**src/hdl/tywa_pkg.sv**
```systemverilog
// Package for the tilt and yaw window averager.
// Holds the sequencer state type, unit status type, fixed widths and the arctangent table.
// Used by the units and the top level of the block; depends on nothing.
package tywa_pkg;

	// Fixed widths of the datapath.
	localparam int unsigned ANGLE_W  = 14;
	localparam int unsigned CORDIC_W = 36;
	localparam int unsigned ZACC_W   = 26;
	localparam int unsigned SUM_W    = 40;
	localparam int unsigned COUNT_W  = 7;
	localparam int unsigned TAB_W    = 5;
	localparam int unsigned TAB_LEN  = 24;

	// Angle limit of +-90 degrees in 1/64 degree.
	localparam logic signed [ANGLE_W-1:0] ANGLE_LIMIT = 14'sd5760;

	// Register indexes of the configuration port.
	localparam logic REG_SAMPLE_PERIOD = 1'b0;
	localparam logic REG_WINDOW_LENGTH = 1'b1;

	// Status of an iterative unit toward the sequencer.
	typedef struct packed {
		logic busy;
		logic done;
	} unit_stat_t;

	// Sequencer states.
	typedef enum logic [3:0] {
		ST_IDLE,
		ST_YAW_MUL,
		ST_YAW_ACC,
		ST_YAW_RND,
		ST_SQ_A,
		ST_SQ_B,
		ST_SQ_SUM,
		ST_SQRT_GO,
		ST_SQRT,
		ST_CORDIC_GO,
		ST_CORDIC,
		ST_ANGLE,
		ST_ACCUM,
		ST_DIV_GO,
		ST_DIV,
		ST_OUT
	} state_t;

	// atan(2^-i) in units of 2^-16 degree.
	function automatic logic [22:0] atan_val(input logic [TAB_W-1:0] idx);
		logic [22:0] v;
		case (idx)
			5'd0:    v = 23'd2949120;
			5'd1:    v = 23'd1740967;
			5'd2:    v = 23'd919879;
			5'd3:    v = 23'd466945;
			5'd4:    v = 23'd234379;
			5'd5:    v = 23'd117304;
			5'd6:    v = 23'd58666;
			5'd7:    v = 23'd29335;
			5'd8:    v = 23'd14668;
			5'd9:    v = 23'd7334;
			5'd10:   v = 23'd3667;
			5'd11:   v = 23'd1833;
			5'd12:   v = 23'd917;
			5'd13:   v = 23'd458;
			5'd14:   v = 23'd229;
			5'd15:   v = 23'd115;
			5'd16:   v = 23'd57;
			5'd17:   v = 23'd29;
			5'd18:   v = 23'd14;
			5'd19:   v = 23'd7;
			5'd20:   v = 23'd4;
			5'd21:   v = 23'd2;
			5'd22:   v = 23'd1;
			default: v = 23'd0;
		endcase
		return v;
	endfunction

endpackage

```
**src/hdl/tywa_if.sv**
```systemverilog
// Channel interfaces of the tilt and yaw window averager: sample in, result out.
// Each carries valid, ready and the payload word; depends on nothing.
interface tywa_sample_if;
	logic               valid;
	logic               ready;
	logic signed [15:0] accel_x;
	logic signed [15:0] accel_y;
	logic signed [15:0] accel_z;
	logic signed [15:0] rate_z;

	modport source (output valid, accel_x, accel_y, accel_z, rate_z, input ready);
	modport sink (input valid, accel_x, accel_y, accel_z, rate_z, output ready);
endinterface

interface tywa_result_if;
	logic               valid;
	logic               ready;
	logic signed [13:0] mean_roll;
	logic signed [13:0] mean_pitch;
	logic signed [31:0] mean_yaw;

	modport source (output valid, mean_roll, mean_pitch, mean_yaw, input ready);
	modport sink (input valid, mean_roll, mean_pitch, mean_yaw, output ready);
endinterface

```
**src/hdl/tywa_isqrt.sv**
```systemverilog
// Bit-serial integer square root: floor(sqrt(radicand * 2^32)), one root bit per cycle.
// Depends on tywa_pkg for the unit status type.
module tywa_isqrt (
	input  logic                  clk,
	input  logic                  arst_n,
	input  logic                  start,
	input  logic [31:0]           radicand,
	output tywa_pkg::unit_stat_t  stat,
	output logic [31:0]           root
);

	logic [63:0] v_q;
	logic [34:0] r_q;
	logic [31:0] q_q;
	logic [4:0]  cnt_q;
	logic        busy_q;
	logic        done_q;
	logic [34:0] r_in;
	logic [34:0] trial;
	logic        take;

	// One digit step: bring down two radicand bits and try the next root bit.
	always_comb begin
		r_in  = {r_q[32:0], v_q[63:62]};
		trial = {1'b0, q_q, 2'b01};
		take  = (r_in >= trial);
	end

	// Control of the iteration.
	always_ff @(posedge clk or negedge arst_n) begin
		if (!arst_n) begin
			busy_q <= 1'b0;
			done_q <= 1'b0;
			cnt_q  <= '0;
		end else begin
			done_q <= 1'b0;
			if (start) begin
				busy_q <= 1'b1;
				cnt_q  <= '0;
			end else if (busy_q) begin
				cnt_q <= cnt_q + 5'd1;
				if (cnt_q == 5'd31) begin
					busy_q <= 1'b0;
					done_q <= 1'b1;
				end
			end
		end
	end

	// Datapath of the iteration.
	always_ff @(posedge clk) begin
		if (start) begin
			v_q <= {radicand, 32'd0};
			r_q <= '0;
			q_q <= '0;
		end else if (busy_q) begin
			v_q <= {v_q[61:0], 2'b00};
			if (take) begin
				r_q <= r_in - trial;
				q_q <= {q_q[30:0], 1'b1};
			end else begin
				r_q <= r_in;
				q_q <= {q_q[30:0], 1'b0};
			end
		end
	end

	assign stat.busy = busy_q;
	assign stat.done = done_q;
	assign root      = q_q;

endmodule

```
**src/hdl/tywa_cordic.sv**
```systemverilog
// Vectoring CORDIC that turns (x, y) into atan(y / x) in 1/64 degree, one rotation a cycle.
// Depends on tywa_pkg for widths, the arctangent table and the unit status type.
module tywa_cordic #(
	parameter int unsigned ITER = 16
) (
	input  logic                                   clk,
	input  logic                                   arst_n,
	input  logic                                   start,
	input  logic signed [tywa_pkg::CORDIC_W-1:0]   x0,
	input  logic signed [tywa_pkg::CORDIC_W-1:0]   y0,
	output tywa_pkg::unit_stat_t                   stat,
	output logic signed [tywa_pkg::ANGLE_W-1:0]    angle
);

	localparam int unsigned IW = (ITER > 1) ? $clog2(ITER) : 1;

	logic signed [tywa_pkg::CORDIC_W-1:0] x_q;
	logic signed [tywa_pkg::CORDIC_W-1:0] y_q;
	logic signed [tywa_pkg::ZACC_W-1:0]   z_q;
	logic [IW-1:0]                         i_q;
	logic                                  busy_q;
	logic                                  done_q;
	logic signed [tywa_pkg::CORDIC_W-1:0] dx;
	logic signed [tywa_pkg::CORDIC_W-1:0] dy;
	logic signed [tywa_pkg::ZACC_W-1:0]   za;
	logic signed [tywa_pkg::ZACC_W:0]     zr_sum;
	logic signed [tywa_pkg::ZACC_W-10:0]  zr;
	logic signed [tywa_pkg::ANGLE_W-1:0]  angle_c;

	// Shifted cross terms and the table angle of this step.
	always_comb begin
		dx = y_q >>> i_q;
		dy = x_q >>> i_q;
		za = tywa_pkg::ZACC_W'(tywa_pkg::atan_val(tywa_pkg::TAB_W'(i_q)));
	end

	// Round the accumulated angle to the nearest 1/64 degree, ties upward, then clamp to +-90 degrees.
	always_comb begin
		zr_sum = (tywa_pkg::ZACC_W+1)'(z_q) + (tywa_pkg::ZACC_W+1)'(512);
		zr     = (tywa_pkg::ZACC_W-9)'(zr_sum >>> 10);
		if (zr > (tywa_pkg::ZACC_W-9)'(tywa_pkg::ANGLE_LIMIT)) begin
			angle_c = tywa_pkg::ANGLE_LIMIT;
		end else if (zr < -(tywa_pkg::ZACC_W-9)'(tywa_pkg::ANGLE_LIMIT)) begin
			angle_c = -tywa_pkg::ANGLE_LIMIT;
		end else begin
			angle_c = tywa_pkg::ANGLE_W'(zr);
		end
	end

	// Control of the rotations.
	always_ff @(posedge clk or negedge arst_n) begin
		if (!arst_n) begin
			busy_q <= 1'b0;
			done_q <= 1'b0;
			i_q    <= '0;
		end else begin
			done_q <= 1'b0;
			if (start) begin
				busy_q <= 1'b1;
				i_q    <= '0;
			end else if (busy_q) begin
				i_q <= i_q + IW'(1);
				if (i_q == IW'(ITER-1)) begin
					busy_q <= 1'b0;
					done_q <= 1'b1;
				end
			end
		end
	end

	// One rotation toward the x axis per cycle.
	always_ff @(posedge clk) begin
		if (start) begin
			x_q <= x0;
			y_q <= y0;
			z_q <= '0;
		end else if (busy_q) begin
			if (y_q > 0) begin
				x_q <= x_q + dx;
				y_q <= y_q - dy;
				z_q <= z_q + za;
			end else begin
				x_q <= x_q - dx;
				y_q <= y_q + dy;
				z_q <= z_q - za;
			end
		end
	end

	// The angle holds steady once the rotations stop, so it is valid while done is high.
	assign stat.busy = busy_q;
	assign stat.done = done_q;
	assign angle     = angle_c;

endmodule

```
**src/hdl/tywa_rdiv.sv**
```systemverilog
// Iterative rounded divider: round(sum / count), ties away from zero, one quotient bit a cycle.
// Depends on tywa_pkg for widths and the unit status type.
module tywa_rdiv (
	input  logic                                 clk,
	input  logic                                 arst_n,
	input  logic                                 start,
	input  logic signed [tywa_pkg::SUM_W-1:0]    sum,
	input  logic [tywa_pkg::COUNT_W-1:0]         divisor,
	output tywa_pkg::unit_stat_t                 stat,
	output logic [31:0]                          quotient
);

	localparam int unsigned DW = tywa_pkg::SUM_W + 1;
	localparam int unsigned CW = $clog2(DW);

	logic [DW-1:0]                  dvd_q;
	logic [tywa_pkg::COUNT_W-1:0]   rem_q;
	logic [CW-1:0]                  cnt_q;
	logic                           neg_q;
	logic                           busy_q;
	logic                           done_q;
	logic signed [DW-1:0]           s_ext;
	logic [DW-1:0]                  mag;
	logic [tywa_pkg::COUNT_W:0]     r_in;
	logic                           take;
	logic [31:0]                    q_lo;

	// Magnitude plus half the divisor, so that truncation rounds to nearest.
	always_comb begin
		s_ext = DW'(sum);
		mag   = (sum < 0) ? DW'(-s_ext) : DW'(s_ext);
		mag   = mag + DW'(divisor >> 1);
	end

	// Restoring step: shift in one dividend bit and try to subtract.
	always_comb begin
		r_in = {rem_q, dvd_q[DW-1]};
		take = (r_in >= {1'b0, divisor});
		q_lo = dvd_q[31:0];
	end

	// Control of the iteration.
	always_ff @(posedge clk or negedge arst_n) begin
		if (!arst_n) begin
			busy_q <= 1'b0;
			done_q <= 1'b0;
			cnt_q  <= '0;
		end else begin
			done_q <= 1'b0;
			if (start) begin
				busy_q <= 1'b1;
				cnt_q  <= '0;
			end else if (busy_q) begin
				cnt_q <= cnt_q + CW'(1);
				if (cnt_q == CW'(DW-1)) begin
					busy_q <= 1'b0;
					done_q <= 1'b1;
				end
			end
		end
	end

	// Quotient bits collect in the low end of the dividend register.
	always_ff @(posedge clk) begin
		if (start) begin
			dvd_q <= mag;
			rem_q <= '0;
			neg_q <= (sum < 0);
		end else if (busy_q) begin
			if (take) begin
				rem_q <= tywa_pkg::COUNT_W'(r_in - {1'b0, divisor});
				dvd_q <= {dvd_q[DW-2:0], 1'b1};
			end else begin
				rem_q <= tywa_pkg::COUNT_W'(r_in);
				dvd_q <= {dvd_q[DW-2:0], 1'b0};
			end
		end
	end

	assign stat.busy = busy_q;
	assign stat.done = done_q;
	assign quotient  = neg_q ? (~q_lo + 32'd1) : q_lo;

endmodule

```
**src/hdl/tilt_yaw_window_averager.sv**
```systemverilog
// Top level of the tilt and yaw window averager: sequencer, shared multiplier, state and ports.
// Depends on tywa_pkg, tywa_if, tywa_isqrt, tywa_cordic and tywa_rdiv.
//
//  channel  | dir | handshake     | word
//  ---------+-----+---------------+---------------------------------------------
//  sample   | in  | valid/ready   | accel_x, accel_y, accel_z, rate_z (16 b each)
//  result   | out | valid/ready   | mean_roll, mean_pitch (14 b), mean_yaw (32 b)
//  config   | in  | APB, pready=1 | sample_period at 0x0, window_length at 0x4
//
// A sample first takes the yaw steps (multiply, accumulate, round), then two tilt angles in turn,
// each with the squares and their sum, the square root (start, root bits, done),
// the CORDIC run and storing the angle, and finally the update of the sums.
// A zero numerator or denominator skips the CORDIC.
// A sample that closes a window then runs the shared divider for roll, pitch and yaw in turn.
// sample.ready is high only while the sequencer is idle.
// A finished result waits in the output register; the next sample is taken meanwhile
// and stalls only if it closes a window before the waiting word is taken.
// Reset clears all sums, the yaw accumulator and the count, and restores the registers.
module tilt_yaw_window_averager #(
	parameter int unsigned ANGLE_ITERATIONS = 16,
	parameter int unsigned MAX_WINDOW       = 64
) (
	input  logic          clk,
	input  logic          arst_n,
	input  logic          psel,
	input  logic          penable,
	input  logic          pwrite,
	input  logic [2:0]    paddr,
	input  logic [31:0]   pwdata,
	output logic [31:0]   prdata,
	output logic          pready,
	tywa_sample_if.sink   sample,
	tywa_result_if.source result
);

	localparam int unsigned EFF_W = $clog2(MAX_WINDOW + 1);
	localparam int unsigned WC_W  = (EFF_W > tywa_pkg::COUNT_W) ? EFF_W : tywa_pkg::COUNT_W;

	tywa_pkg::state_t state_q, state_d;

	logic [15:0]                          sample_period_q;
	logic [tywa_pkg::COUNT_W-1:0]         window_length_q;
	logic signed [15:0]                   ax_q, ay_q, az_q, rz_q;
	logic signed [16:0]                   mul_a, mul_b;
	logic signed [33:0]                   prod_q;
	logic [31:0]                          sq_q;
	logic signed [47:0]                   acc_q;
	logic signed [31:0]                   yaw_q;
	logic signed [23:0]                   roll_sum_q, pitch_sum_q;
	logic signed [39:0]                   yaw_sum_q;
	logic [tywa_pkg::COUNT_W-1:0]         count_q;
	logic                                 pitch_phase_q;
	logic [1:0]                           div_sel_q;
	logic signed [tywa_pkg::ANGLE_W-1:0]  angle_q, roll_q, pitch_q;
	logic signed [13:0]                   res_roll_q, res_pitch_q;
	logic signed [31:0]                   res_yaw_q;
	logic                                 out_valid_q;
	logic signed [13:0]                   out_roll_q, out_pitch_q;
	logic signed [31:0]                   out_yaw_q;

	logic signed [16:0]                   num;
	logic signed [15:0]                   sq_first;
	logic signed [48:0]                   acc_sum;
	logic signed [47:0]                   acc_sat;
	logic signed [48:0]                   yaw_rnd_sum;
	logic signed [34:0]                   yaw_sh;
	logic signed [31:0]                   yaw_sat;
	logic [tywa_pkg::COUNT_W-1:0]         count_next;
	logic [WC_W-1:0]                      eff;
	logic                                 emit;
	logic signed [tywa_pkg::SUM_W-1:0]    div_sum;
	logic                                 sqrt_start, cordic_start, div_start;
	logic                                 cfg_wr;
	logic                                 out_free;
	tywa_pkg::unit_stat_t                 sqrt_stat, cordic_stat, div_stat;
	logic [31:0]                          root;
	logic signed [tywa_pkg::ANGLE_W-1:0]  cordic_angle;
	logic [31:0]                          div_q;
	logic signed [tywa_pkg::CORDIC_W-1:0] cx0, cy0;

	// Configuration port.
	assign pready = 1'b1;
	assign cfg_wr = psel & penable & pwrite;
	assign prdata = (paddr[2] == tywa_pkg::REG_WINDOW_LENGTH)
		? {25'd0, window_length_q} : {16'd0, sample_period_q};

	always_ff @(posedge clk or negedge arst_n) begin
		if (!arst_n) begin
			sample_period_q <= 16'd6554;
			window_length_q <= 7'd10;
		end else if (cfg_wr) begin
			if (paddr[2] == tywa_pkg::REG_SAMPLE_PERIOD) begin
				sample_period_q <= pwdata[15:0];
			end else begin
				window_length_q <= pwdata[tywa_pkg::COUNT_W-1:0];
			end
		end
	end

	// Numerator and first square operand of the tilt angle in work.
	always_comb begin
		num      = pitch_phase_q ? -17'(ax_q) : 17'(ay_q);
		sq_first = pitch_phase_q ? ay_q : ax_q;
	end

	// Shared multiplier operand selection.
	always_comb begin
		mul_a = 17'(sq_first);
		mul_b = 17'(sq_first);
		if (state_q == tywa_pkg::ST_YAW_MUL) begin
			mul_a = 17'(rz_q);
			mul_b = $signed({1'b0, sample_period_q});
		end else if (state_q == tywa_pkg::ST_SQ_B) begin
			mul_a = 17'(az_q);
			mul_b = 17'(az_q);
		end
	end

	always_ff @(posedge clk) begin
		prod_q <= mul_a * mul_b;
	end

	// Saturating yaw accumulation and rounding of the yaw angle.
	always_comb begin
		acc_sum = 49'(acc_q) + 49'(prod_q);
		if (acc_sum > 49'sh0_7FFF_FFFF_FFFF) begin
			acc_sat = 48'sh7FFF_FFFF_FFFF;
		end else if (acc_sum < -49'sh0_8000_0000_0000) begin
			acc_sat = -48'sh8000_0000_0000;
		end else begin
			acc_sat = 48'(acc_sum);
		end
		yaw_rnd_sum = 49'(acc_q) + 49'sd8192;
		yaw_sh      = 35'(yaw_rnd_sum >>> 14);
		if (yaw_sh > 35'sh0_7FFF_FFFF) begin
			yaw_sat = 32'sh7FFF_FFFF;
		end else if (yaw_sh < -35'sh0_8000_0000) begin
			yaw_sat = -32'sh8000_0000;
		end else begin
			yaw_sat = 32'(yaw_sh);
		end
	end

	// Window bookkeeping: effective length is the register clamped to one..MAX_WINDOW.
	always_comb begin
		count_next = count_q + tywa_pkg::COUNT_W'(1);
		if (window_length_q == '0) begin
			eff = WC_W'(1);
		end else if (WC_W'(window_length_q) > WC_W'(MAX_WINDOW)) begin
			eff = WC_W'(MAX_WINDOW);
		end else begin
			eff = WC_W'(window_length_q);
		end
		emit = (count_next != '0) && (WC_W'(count_next) >= eff);
	end

	// Sum handed to the divider.
	always_comb begin
		case (div_sel_q)
			2'd0:    div_sum = tywa_pkg::SUM_W'(roll_sum_q);
			2'd1:    div_sum = tywa_pkg::SUM_W'(pitch_sum_q);
			default: div_sum = yaw_sum_q;
		endcase
	end

	assign cx0      = $signed({4'd0, root});
	assign cy0      = tywa_pkg::CORDIC_W'(num) <<< 16;
	assign out_free = !out_valid_q || result.ready;

	// Sequencer next state and unit starts.
	always_comb begin
		state_d      = state_q;
		sqrt_start   = 1'b0;
		cordic_start = 1'b0;
		div_start    = 1'b0;
		unique case (state_q)
			tywa_pkg::ST_IDLE: begin
				if (sample.valid) state_d = tywa_pkg::ST_YAW_MUL;
			end
			tywa_pkg::ST_YAW_MUL:   state_d = tywa_pkg::ST_YAW_ACC;
			tywa_pkg::ST_YAW_ACC:   state_d = tywa_pkg::ST_YAW_RND;
			tywa_pkg::ST_YAW_RND:   state_d = tywa_pkg::ST_SQ_A;
			tywa_pkg::ST_SQ_A:      state_d = tywa_pkg::ST_SQ_B;
			tywa_pkg::ST_SQ_B:      state_d = tywa_pkg::ST_SQ_SUM;
			tywa_pkg::ST_SQ_SUM:    state_d = tywa_pkg::ST_SQRT_GO;
			tywa_pkg::ST_SQRT_GO: begin
				sqrt_start = 1'b1;
				state_d    = tywa_pkg::ST_SQRT;
			end
			tywa_pkg::ST_SQRT: begin
				if (sqrt_stat.done) state_d = tywa_pkg::ST_CORDIC_GO;
			end
			tywa_pkg::ST_CORDIC_GO: begin
				if (num == '0 || root == '0) begin
					state_d = tywa_pkg::ST_ANGLE;
				end else begin
					cordic_start = 1'b1;
					state_d      = tywa_pkg::ST_CORDIC;
				end
			end
			tywa_pkg::ST_CORDIC: begin
				if (cordic_stat.done) state_d = tywa_pkg::ST_ANGLE;
			end
			tywa_pkg::ST_ANGLE: begin
				state_d = pitch_phase_q ? tywa_pkg::ST_ACCUM : tywa_pkg::ST_SQ_A;
			end
			tywa_pkg::ST_ACCUM: begin
				state_d = emit ? tywa_pkg::ST_DIV_GO : tywa_pkg::ST_IDLE;
			end
			tywa_pkg::ST_DIV_GO: begin
				div_start = 1'b1;
				state_d   = tywa_pkg::ST_DIV;
			end
			tywa_pkg::ST_DIV: begin
				if (div_stat.done) begin
					state_d = (div_sel_q == 2'd2) ? tywa_pkg::ST_OUT : tywa_pkg::ST_DIV_GO;
				end
			end
			tywa_pkg::ST_OUT: begin
				if (out_free) state_d = tywa_pkg::ST_IDLE;
			end
			default: state_d = tywa_pkg::ST_IDLE;
		endcase
	end

	always_ff @(posedge clk or negedge arst_n) begin
		if (!arst_n) begin
			state_q <= tywa_pkg::ST_IDLE;
		end else begin
			state_q <= state_d;
		end
	end

	assign sample.ready = (state_q == tywa_pkg::ST_IDLE);

	// Sample capture and per-sample work registers.
	always_ff @(posedge clk) begin
		if (state_q == tywa_pkg::ST_IDLE && sample.valid) begin
			ax_q <= sample.accel_x;
			ay_q <= sample.accel_y;
			az_q <= sample.accel_z;
			rz_q <= sample.rate_z;
		end
		if (state_q == tywa_pkg::ST_YAW_RND) yaw_q <= yaw_sat;
		if (state_q == tywa_pkg::ST_SQ_B) sq_q <= prod_q[31:0];
		if (state_q == tywa_pkg::ST_SQ_SUM) sq_q <= sq_q + prod_q[31:0];
		if (state_q == tywa_pkg::ST_CORDIC_GO) begin
			if (num == '0) begin
				angle_q <= '0;
			end else if (root == '0) begin
				angle_q <= (num > 0) ? tywa_pkg::ANGLE_LIMIT : -tywa_pkg::ANGLE_LIMIT;
			end
		end
		if (state_q == tywa_pkg::ST_CORDIC && cordic_stat.done) angle_q <= cordic_angle;
		if (state_q == tywa_pkg::ST_ANGLE) begin
			if (pitch_phase_q) begin
				pitch_q <= angle_q;
			end else begin
				roll_q <= angle_q;
			end
		end
		if (state_q == tywa_pkg::ST_DIV && div_stat.done) begin
			case (div_sel_q)
				2'd0:    res_roll_q  <= div_q[13:0];
				2'd1:    res_pitch_q <= div_q[13:0];
				default: res_yaw_q   <= div_q;
			endcase
		end
	end

	// Block state: accumulator, window sums, count and sequencing indexes.
	always_ff @(posedge clk or negedge arst_n) begin
		if (!arst_n) begin
			acc_q         <= '0;
			roll_sum_q    <= '0;
			pitch_sum_q   <= '0;
			yaw_sum_q     <= '0;
			count_q       <= '0;
			pitch_phase_q <= 1'b0;
			div_sel_q     <= '0;
		end else begin
			if (state_q == tywa_pkg::ST_YAW_ACC) acc_q <= acc_sat;
			if (state_q == tywa_pkg::ST_YAW_RND) pitch_phase_q <= 1'b0;
			if (state_q == tywa_pkg::ST_ANGLE) pitch_phase_q <= 1'b1;
			if (state_q == tywa_pkg::ST_ACCUM) begin
				roll_sum_q  <= roll_sum_q + 24'(roll_q);
				pitch_sum_q <= pitch_sum_q + 24'(pitch_q);
				yaw_sum_q   <= yaw_sum_q + 40'(yaw_q);
				count_q     <= count_next;
				div_sel_q   <= '0;
			end
			if (state_q == tywa_pkg::ST_DIV && div_stat.done) div_sel_q <= div_sel_q + 2'd1;
			if (state_q == tywa_pkg::ST_OUT && out_free) begin
				roll_sum_q  <= '0;
				pitch_sum_q <= '0;
				yaw_sum_q   <= '0;
				count_q     <= '0;
			end
		end
	end

	// Output register.
	always_ff @(posedge clk or negedge arst_n) begin
		if (!arst_n) begin
			out_valid_q <= 1'b0;
		end else if (state_q == tywa_pkg::ST_OUT && out_free) begin
			out_valid_q <= 1'b1;
		end else if (result.ready) begin
			out_valid_q <= 1'b0;
		end
	end

	always_ff @(posedge clk) begin
		if (state_q == tywa_pkg::ST_OUT && out_free) begin
			out_roll_q  <= res_roll_q;
			out_pitch_q <= res_pitch_q;
			out_yaw_q   <= res_yaw_q;
		end
	end

	assign result.valid      = out_valid_q;
	assign result.mean_roll  = out_roll_q;
	assign result.mean_pitch = out_pitch_q;
	assign result.mean_yaw   = out_yaw_q;

	tywa_isqrt u_isqrt (
		.clk      (clk),
		.arst_n   (arst_n),
		.start    (sqrt_start),
		.radicand (sq_q),
		.stat     (sqrt_stat),
		.root     (root)
	);

	tywa_cordic #(
		.ITER (ANGLE_ITERATIONS)
	) u_cordic (
		.clk    (clk),
		.arst_n (arst_n),
		.start  (cordic_start),
		.x0     (cx0),
		.y0     (cy0),
		.stat   (cordic_stat),
		.angle  (cordic_angle)
	);

	tywa_rdiv u_rdiv (
		.clk      (clk),
		.arst_n   (arst_n),
		.start    (div_start),
		.sum      (div_sum),
		.divisor  (count_q),
		.stat     (div_stat),
		.quotient (div_q)
	);

endmodule

```
**src/flat_wrapper.sv**
```systemverilog
// flat-port wrapper written by rule: the top's interface ports become plain ports
module tilt_yaw_window_averager_flat 
#(
	parameter int unsigned ANGLE_ITERATIONS = 16,
	parameter int unsigned MAX_WINDOW       = 64
)
  (clk, arst_n, psel, penable, pwrite, paddr, pwdata, prdata, pready, sample_valid, sample_accel_x, sample_accel_y, sample_accel_z, sample_rate_z, sample_ready, result_valid, result_mean_roll, result_mean_pitch, result_mean_yaw, result_ready);
  tywa_sample_if sample_i ();
  tywa_result_if result_i ();
  input  logic clk;
  input  logic arst_n;
  input  logic psel;
  input  logic penable;
  input  logic pwrite;
  input  logic [2:0] paddr;
  input  logic [31:0] pwdata;
  output logic [31:0] prdata;
  output logic pready;
  input wire logic [$bits(sample_i.valid)-1:0] sample_valid;
  input wire logic [$bits(sample_i.accel_x)-1:0] sample_accel_x;
  input wire logic [$bits(sample_i.accel_y)-1:0] sample_accel_y;
  input wire logic [$bits(sample_i.accel_z)-1:0] sample_accel_z;
  input wire logic [$bits(sample_i.rate_z)-1:0] sample_rate_z;
  output wire logic [$bits(sample_i.ready)-1:0] sample_ready;
  output wire logic [$bits(result_i.valid)-1:0] result_valid;
  output wire logic [$bits(result_i.mean_roll)-1:0] result_mean_roll;
  output wire logic [$bits(result_i.mean_pitch)-1:0] result_mean_pitch;
  output wire logic [$bits(result_i.mean_yaw)-1:0] result_mean_yaw;
  input wire logic [$bits(result_i.ready)-1:0] result_ready;
  assign sample_i.valid = sample_valid;
  assign sample_i.accel_x = sample_accel_x;
  assign sample_i.accel_y = sample_accel_y;
  assign sample_i.accel_z = sample_accel_z;
  assign sample_i.rate_z = sample_rate_z;
  assign sample_ready = sample_i.ready;
  assign result_valid = result_i.valid;
  assign result_mean_roll = result_i.mean_roll;
  assign result_mean_pitch = result_i.mean_pitch;
  assign result_mean_yaw = result_i.mean_yaw;
  assign result_i.ready = result_ready;
  tilt_yaw_window_averager #(.ANGLE_ITERATIONS(ANGLE_ITERATIONS), .MAX_WINDOW(MAX_WINDOW)) u_core (.clk(clk), .arst_n(arst_n), .psel(psel), .penable(penable), .pwrite(pwrite), .paddr(paddr), .pwdata(pwdata), .prdata(prdata), .pready(pready), .sample(sample_i), .result(result_i));
endmodule
```
**config.mk**
```make
export PLATFORM = sky130hd
export DESIGN_NAME = tilt_yaw_window_averager_flat
export DESIGN_NICKNAME = d
export VERILOG_FILES = /design/src/hdl/tywa_pkg.sv /design/src/hdl/tywa_if.sv /design/src/hdl/tywa_isqrt.sv /design/src/hdl/tywa_cordic.sv /design/src/hdl/tywa_rdiv.sv /design/src/hdl/tilt_yaw_window_averager.sv /design/src/flat_wrapper.sv
export SDC_FILE = /design/constraint.sdc
export NUM_CORES = 2
export LEC_CHECK = 0
export BUFFER_PORTS_ARGS = -buffer_cell sky130_fd_sc_hd__clkbuf_2
export CORE_MARGIN = 2
export CORE_UTILIZATION = 63
export CTS_CLUSTER_SIZE = 28
export DETAILED_ROUTE_END_ITERATION = 8
export PLACE_DENSITY = 0.81
export SLEW_MARGIN = 10
export SYNTH_ARGS = -nofsm -noshare
export SYNTH_HDL_FRONTEND = slang
export SYNTH_SLANG_ARGS = --single-unit
```
**constraint.sdc**
```tcl
create_clock -name clk -period 9.87 [get_ports clk]
set_input_delay 1.4805 -clock clk [delete_from_list [all_inputs] [get_ports clk]]
set_output_delay 1.4805 -clock clk [all_outputs]
set_load 0.02 [all_outputs]
```
==> metrics.md <==
| Metric | Value |
|---|---|
| Status | finished clean |
| CTS clk-pin slew, worst paths | 0.06 ns |
| Final worst path period need | 9.28 ns |
| Slew headroom | 0.184 |
| Hold buffer count at CTS | 0 |
| Synth top area share | 0.192 |
| Drt via density | ~6.3 |
| PostCTS Resize Cnt | 0 |
| Initial Utilization | 0.633 |
| F_max | between 0.1 and 0.15 GHz |
| Maximum vdd drop | roughly 170 uV |
| Max Buffers Root-to-Sink | 3 |
| CP top delay family | adder cells |
| Final Cycle Share | 0.940 |
| Crit end category | register |
| CP max stage delay | 0.62 ns |
| Post-Synthesis Cells | 7,025 |
| Clk Latency, worst-skew pair | 0.70 ns |
| Overall die area | approximately 110,000 um2 |
| Post-synth top flop | edfxtp_1 |
| Tot Pwr | 6.87 mW |
| Fin. max-slew vios | 0 |
| Detailed placer's ending HPWL | 125,000 um |
| Total global routing overflow | 0 |
| Mean Syn Cell Area | 9.28 um2 |
| Setup TNS | 0 ns |
| Max FO, Critical Path | 18 |
| Vias in the first global route | 50,900 |
| Complex-gate fraction of the synthesized area | 0.161 |
| Pleak | approximately 29 nW |
| P per Cell Area | 98.3 nW/um2 |
| Unrepaired setup endpoints after global routing | false |
| First-pass GRT wire length | 271,000 um |
| Initial antenna violation count | 3 |
| HP Class | reg -> reg |
| Antenna viol nets, final | 0 |
| Layout cells sized above 1 | 0.0969 |
| Largest family of logic cells by synthesized area | adder cells |
| Area leader, netlist | edfxtp_1 |
| Post-CTS Setup Bufs | 0 |
| Total of max-cap violations | 0 |
| Largest net degree at the start of global routing | 102 |
| Crit Path Class | reg -> reg |
| Adder-Cell Fraction of Synth Area | 0.172 |
| Most frequent cells in the layout | nand2_1, nor2_1, inv_1 |
| IO buf count | 165 |
| H-tree levels | 3 |
| First-pass DRT Iterations | 6 |
| Slew @ Worst Pin | 1.22 ns |
| Die X | 326 um |
| Yosys cell types | 118 |
| Number of synthesized flops with an enable pin | 416 |
| CP max-delay cell | o21ai_1 |
| Synthesized area | 65,200 um2 |
| Initial DRC count | between 5,000 and 6,000 |
| Final WL | 168,000 um |
| Total CTS buffers | 86 |
| Clock Sinks | roughly 760 |
| Final hold viol count | 0 |
| WL/cell | 19.8 um |
| CTS tree | yes |
| Via count | 53,400 |
| Placer Congestion | about 0.94 |
| Sequential cell area fraction in the yosys report | 0.313 |
| Layout area overhead | 7.19% |
| Setup violators final | 0 |
| Ys async rst share | 0.256 |
| FP Rows | 118 |
| Xor/xnor share of the synthesized area | 0.0694 |
| Simple-gate share of the synthesized area | 0.158 |
| Synth area leaders | edfxtp_1, fa_1, ha_1, dfrtp_1, dfxtp_1 |
| Required @ worst endpoint | 10.40 ns |
| Data arrival, critical path | approximately 9.8 ns |
| # nets final | 7,880 |
| Critical path's most frequent cell | fa_1 |
| Residual DRC | 0 |
| Worst Skew | 0.0546 ns |
| Sum of buffers and inverters on the critical path | 3 |
| Root Buffer | clkbuf_16 |
| Register bit total from synthesis | 763 |
| Tot GR Track Use | 0.313 |
| Post-synthesis mux area share | 0.0716 |
| Core area | between 100,000 and 150,000 um2 |
| Most common cell after layout, fill and taps aside | nand2_1 |
| I/O pin count | 201 |
| Die Height | around 330 um |
| Worst setup SP type | register |
| Syn. warnings | 0 |
[stage by stage]
stage | utilization | cells | hold WS [ns] | instance area, um2 | setup slack (ns)
after floorplan | - | 7040 | 0.400 | 65300 | 1.63
after global placement | 0.649 | 8349 | 0.401 | 66900 | 1.08
after detailed placement | 0.649 | 8349 | 0.405 | 66900 | 0.851
after CTS | 0.678 | 8511 | 0.403 | 69900 | 0.767
after global routing | 0.678 | 8512 | 0.421 | 69900 | 0.193
final | 0.678 | 8512 | 0.405 | 69900 | 0.588
[registers in the layout (all words and copies together) (netlist names), 24 cells and up]
signal	count
u_core.yaw_q	32
u_core.res_yaw_q	32
u_core.roll_sum_q	24
u_core.u_cordic.x_q	36
u_core.acc_q	48
u_core.pitch_sum_q	24
u_core.sq_q	32
u_core.yaw_sum_q	40
u_core.u_isqrt.v_q	32
u_core.u_cordic.y_q	36
u_core.prod_q	34
u_core.u_isqrt.r_q	33
u_core.u_cordic.z_q	26
u_core.u_rdiv.dvd_q	41
u_core.result.mean_yaw	32
u_core.u_isqrt.root	32
[cells by family after synthesis]
logic type,count (synthesis)
other,2
muxes,338
AOI/OAI and AO/OA,1656
DFF,763
and+or+nand+nor,2201
adders and majority gates,718
xor gates and xnor gates,513
buffers and inverters,834
[cell usage after synthesis, types with 78 or more instances]
cell	n
xor2_1	219
nand3_1	179
dfxtp_1	152
edfxtp_1	416
fa_1	296
o21ai_0	444
nor3_1	111
inv_1	525
clkbuf_1	212
mux2i_1	165
nor2b_1	78
xnor2_1	290
mux4_2	86
nor2_1	639
a21o_1	145
nand2_1	748
dfrtp_1	186
a21oi_1	415
ha_1	421
[final timing paths]
| path | from | endpoint | depth (start not counted) | slack (ns) |
|---|---|---|---|---|
| setup / recovery | u_core.state_q[0]$_DFFE_PN0P_ | u_core.prod_q[33]$_DFF_P_ | 27 | 0.59 |
| hold / removal | u_core.res_pitch_q[4]$_DFFE_PP_ | u_core.result.mean_pitch[4]$_DFFE_PP_ | 0 | 0.41 |
| setup reg to reg | u_core.state_q[0]$_DFFE_PN0P_ | u_core.prod_q[33]$_DFF_P_ | 27 | 0.59 |
| hold reg to reg | u_core.res_pitch_q[4]$_DFFE_PP_ | u_core.result.mean_pitch[4]$_DFFE_PP_ | 0 | 0.41 |
| max in group asynchronous | arst_n | u_core.u_cordic.i_q[0]$_DFFE_PN0P_ | 3 | 6.79 |
| min in group asynchronous | arst_n | u_core.acc_q[45]$_DFFE_PN0P_ | 1 | 0.74 |
[where the power goes]
group,switching [mW],total [mW],internal (mW)
Sequential,0.0439,3.40,3.36
Clock,1.44,3.34,1.90
Combinational,0.0715,0.124,0.0528
Total,1.56,6.87,5.31
[layout make-up]
class / count / area (um2)
antenna: 1 / 2.50
clock buffer: 117 / 2440
clock inverter: 45 / 518
fill: 8047 / 33200
multi-input combinational: 5443 / 41400
inverter: 529 / 2000
sequential: 763 / 20400
tap: 1380 / 1730
timing repair buffer: 234 / 1350
[routing by layer]
| metal | GRT usage | part of all wire | vias up |
|---|---|---|---|
| li1 | - | - | 25000 |
| met1 | 0.431 | 0.42 | 25800 |
| met2 | 0.504 | 0.47 | 2206 |
| met3 | 0.0507 | 0.080 | 375 |
| met4 | 0.106 | 0.035 | 2 |
| met5 | 0 | 0.000077 | - |
Power figures use the tool's default switching activity.
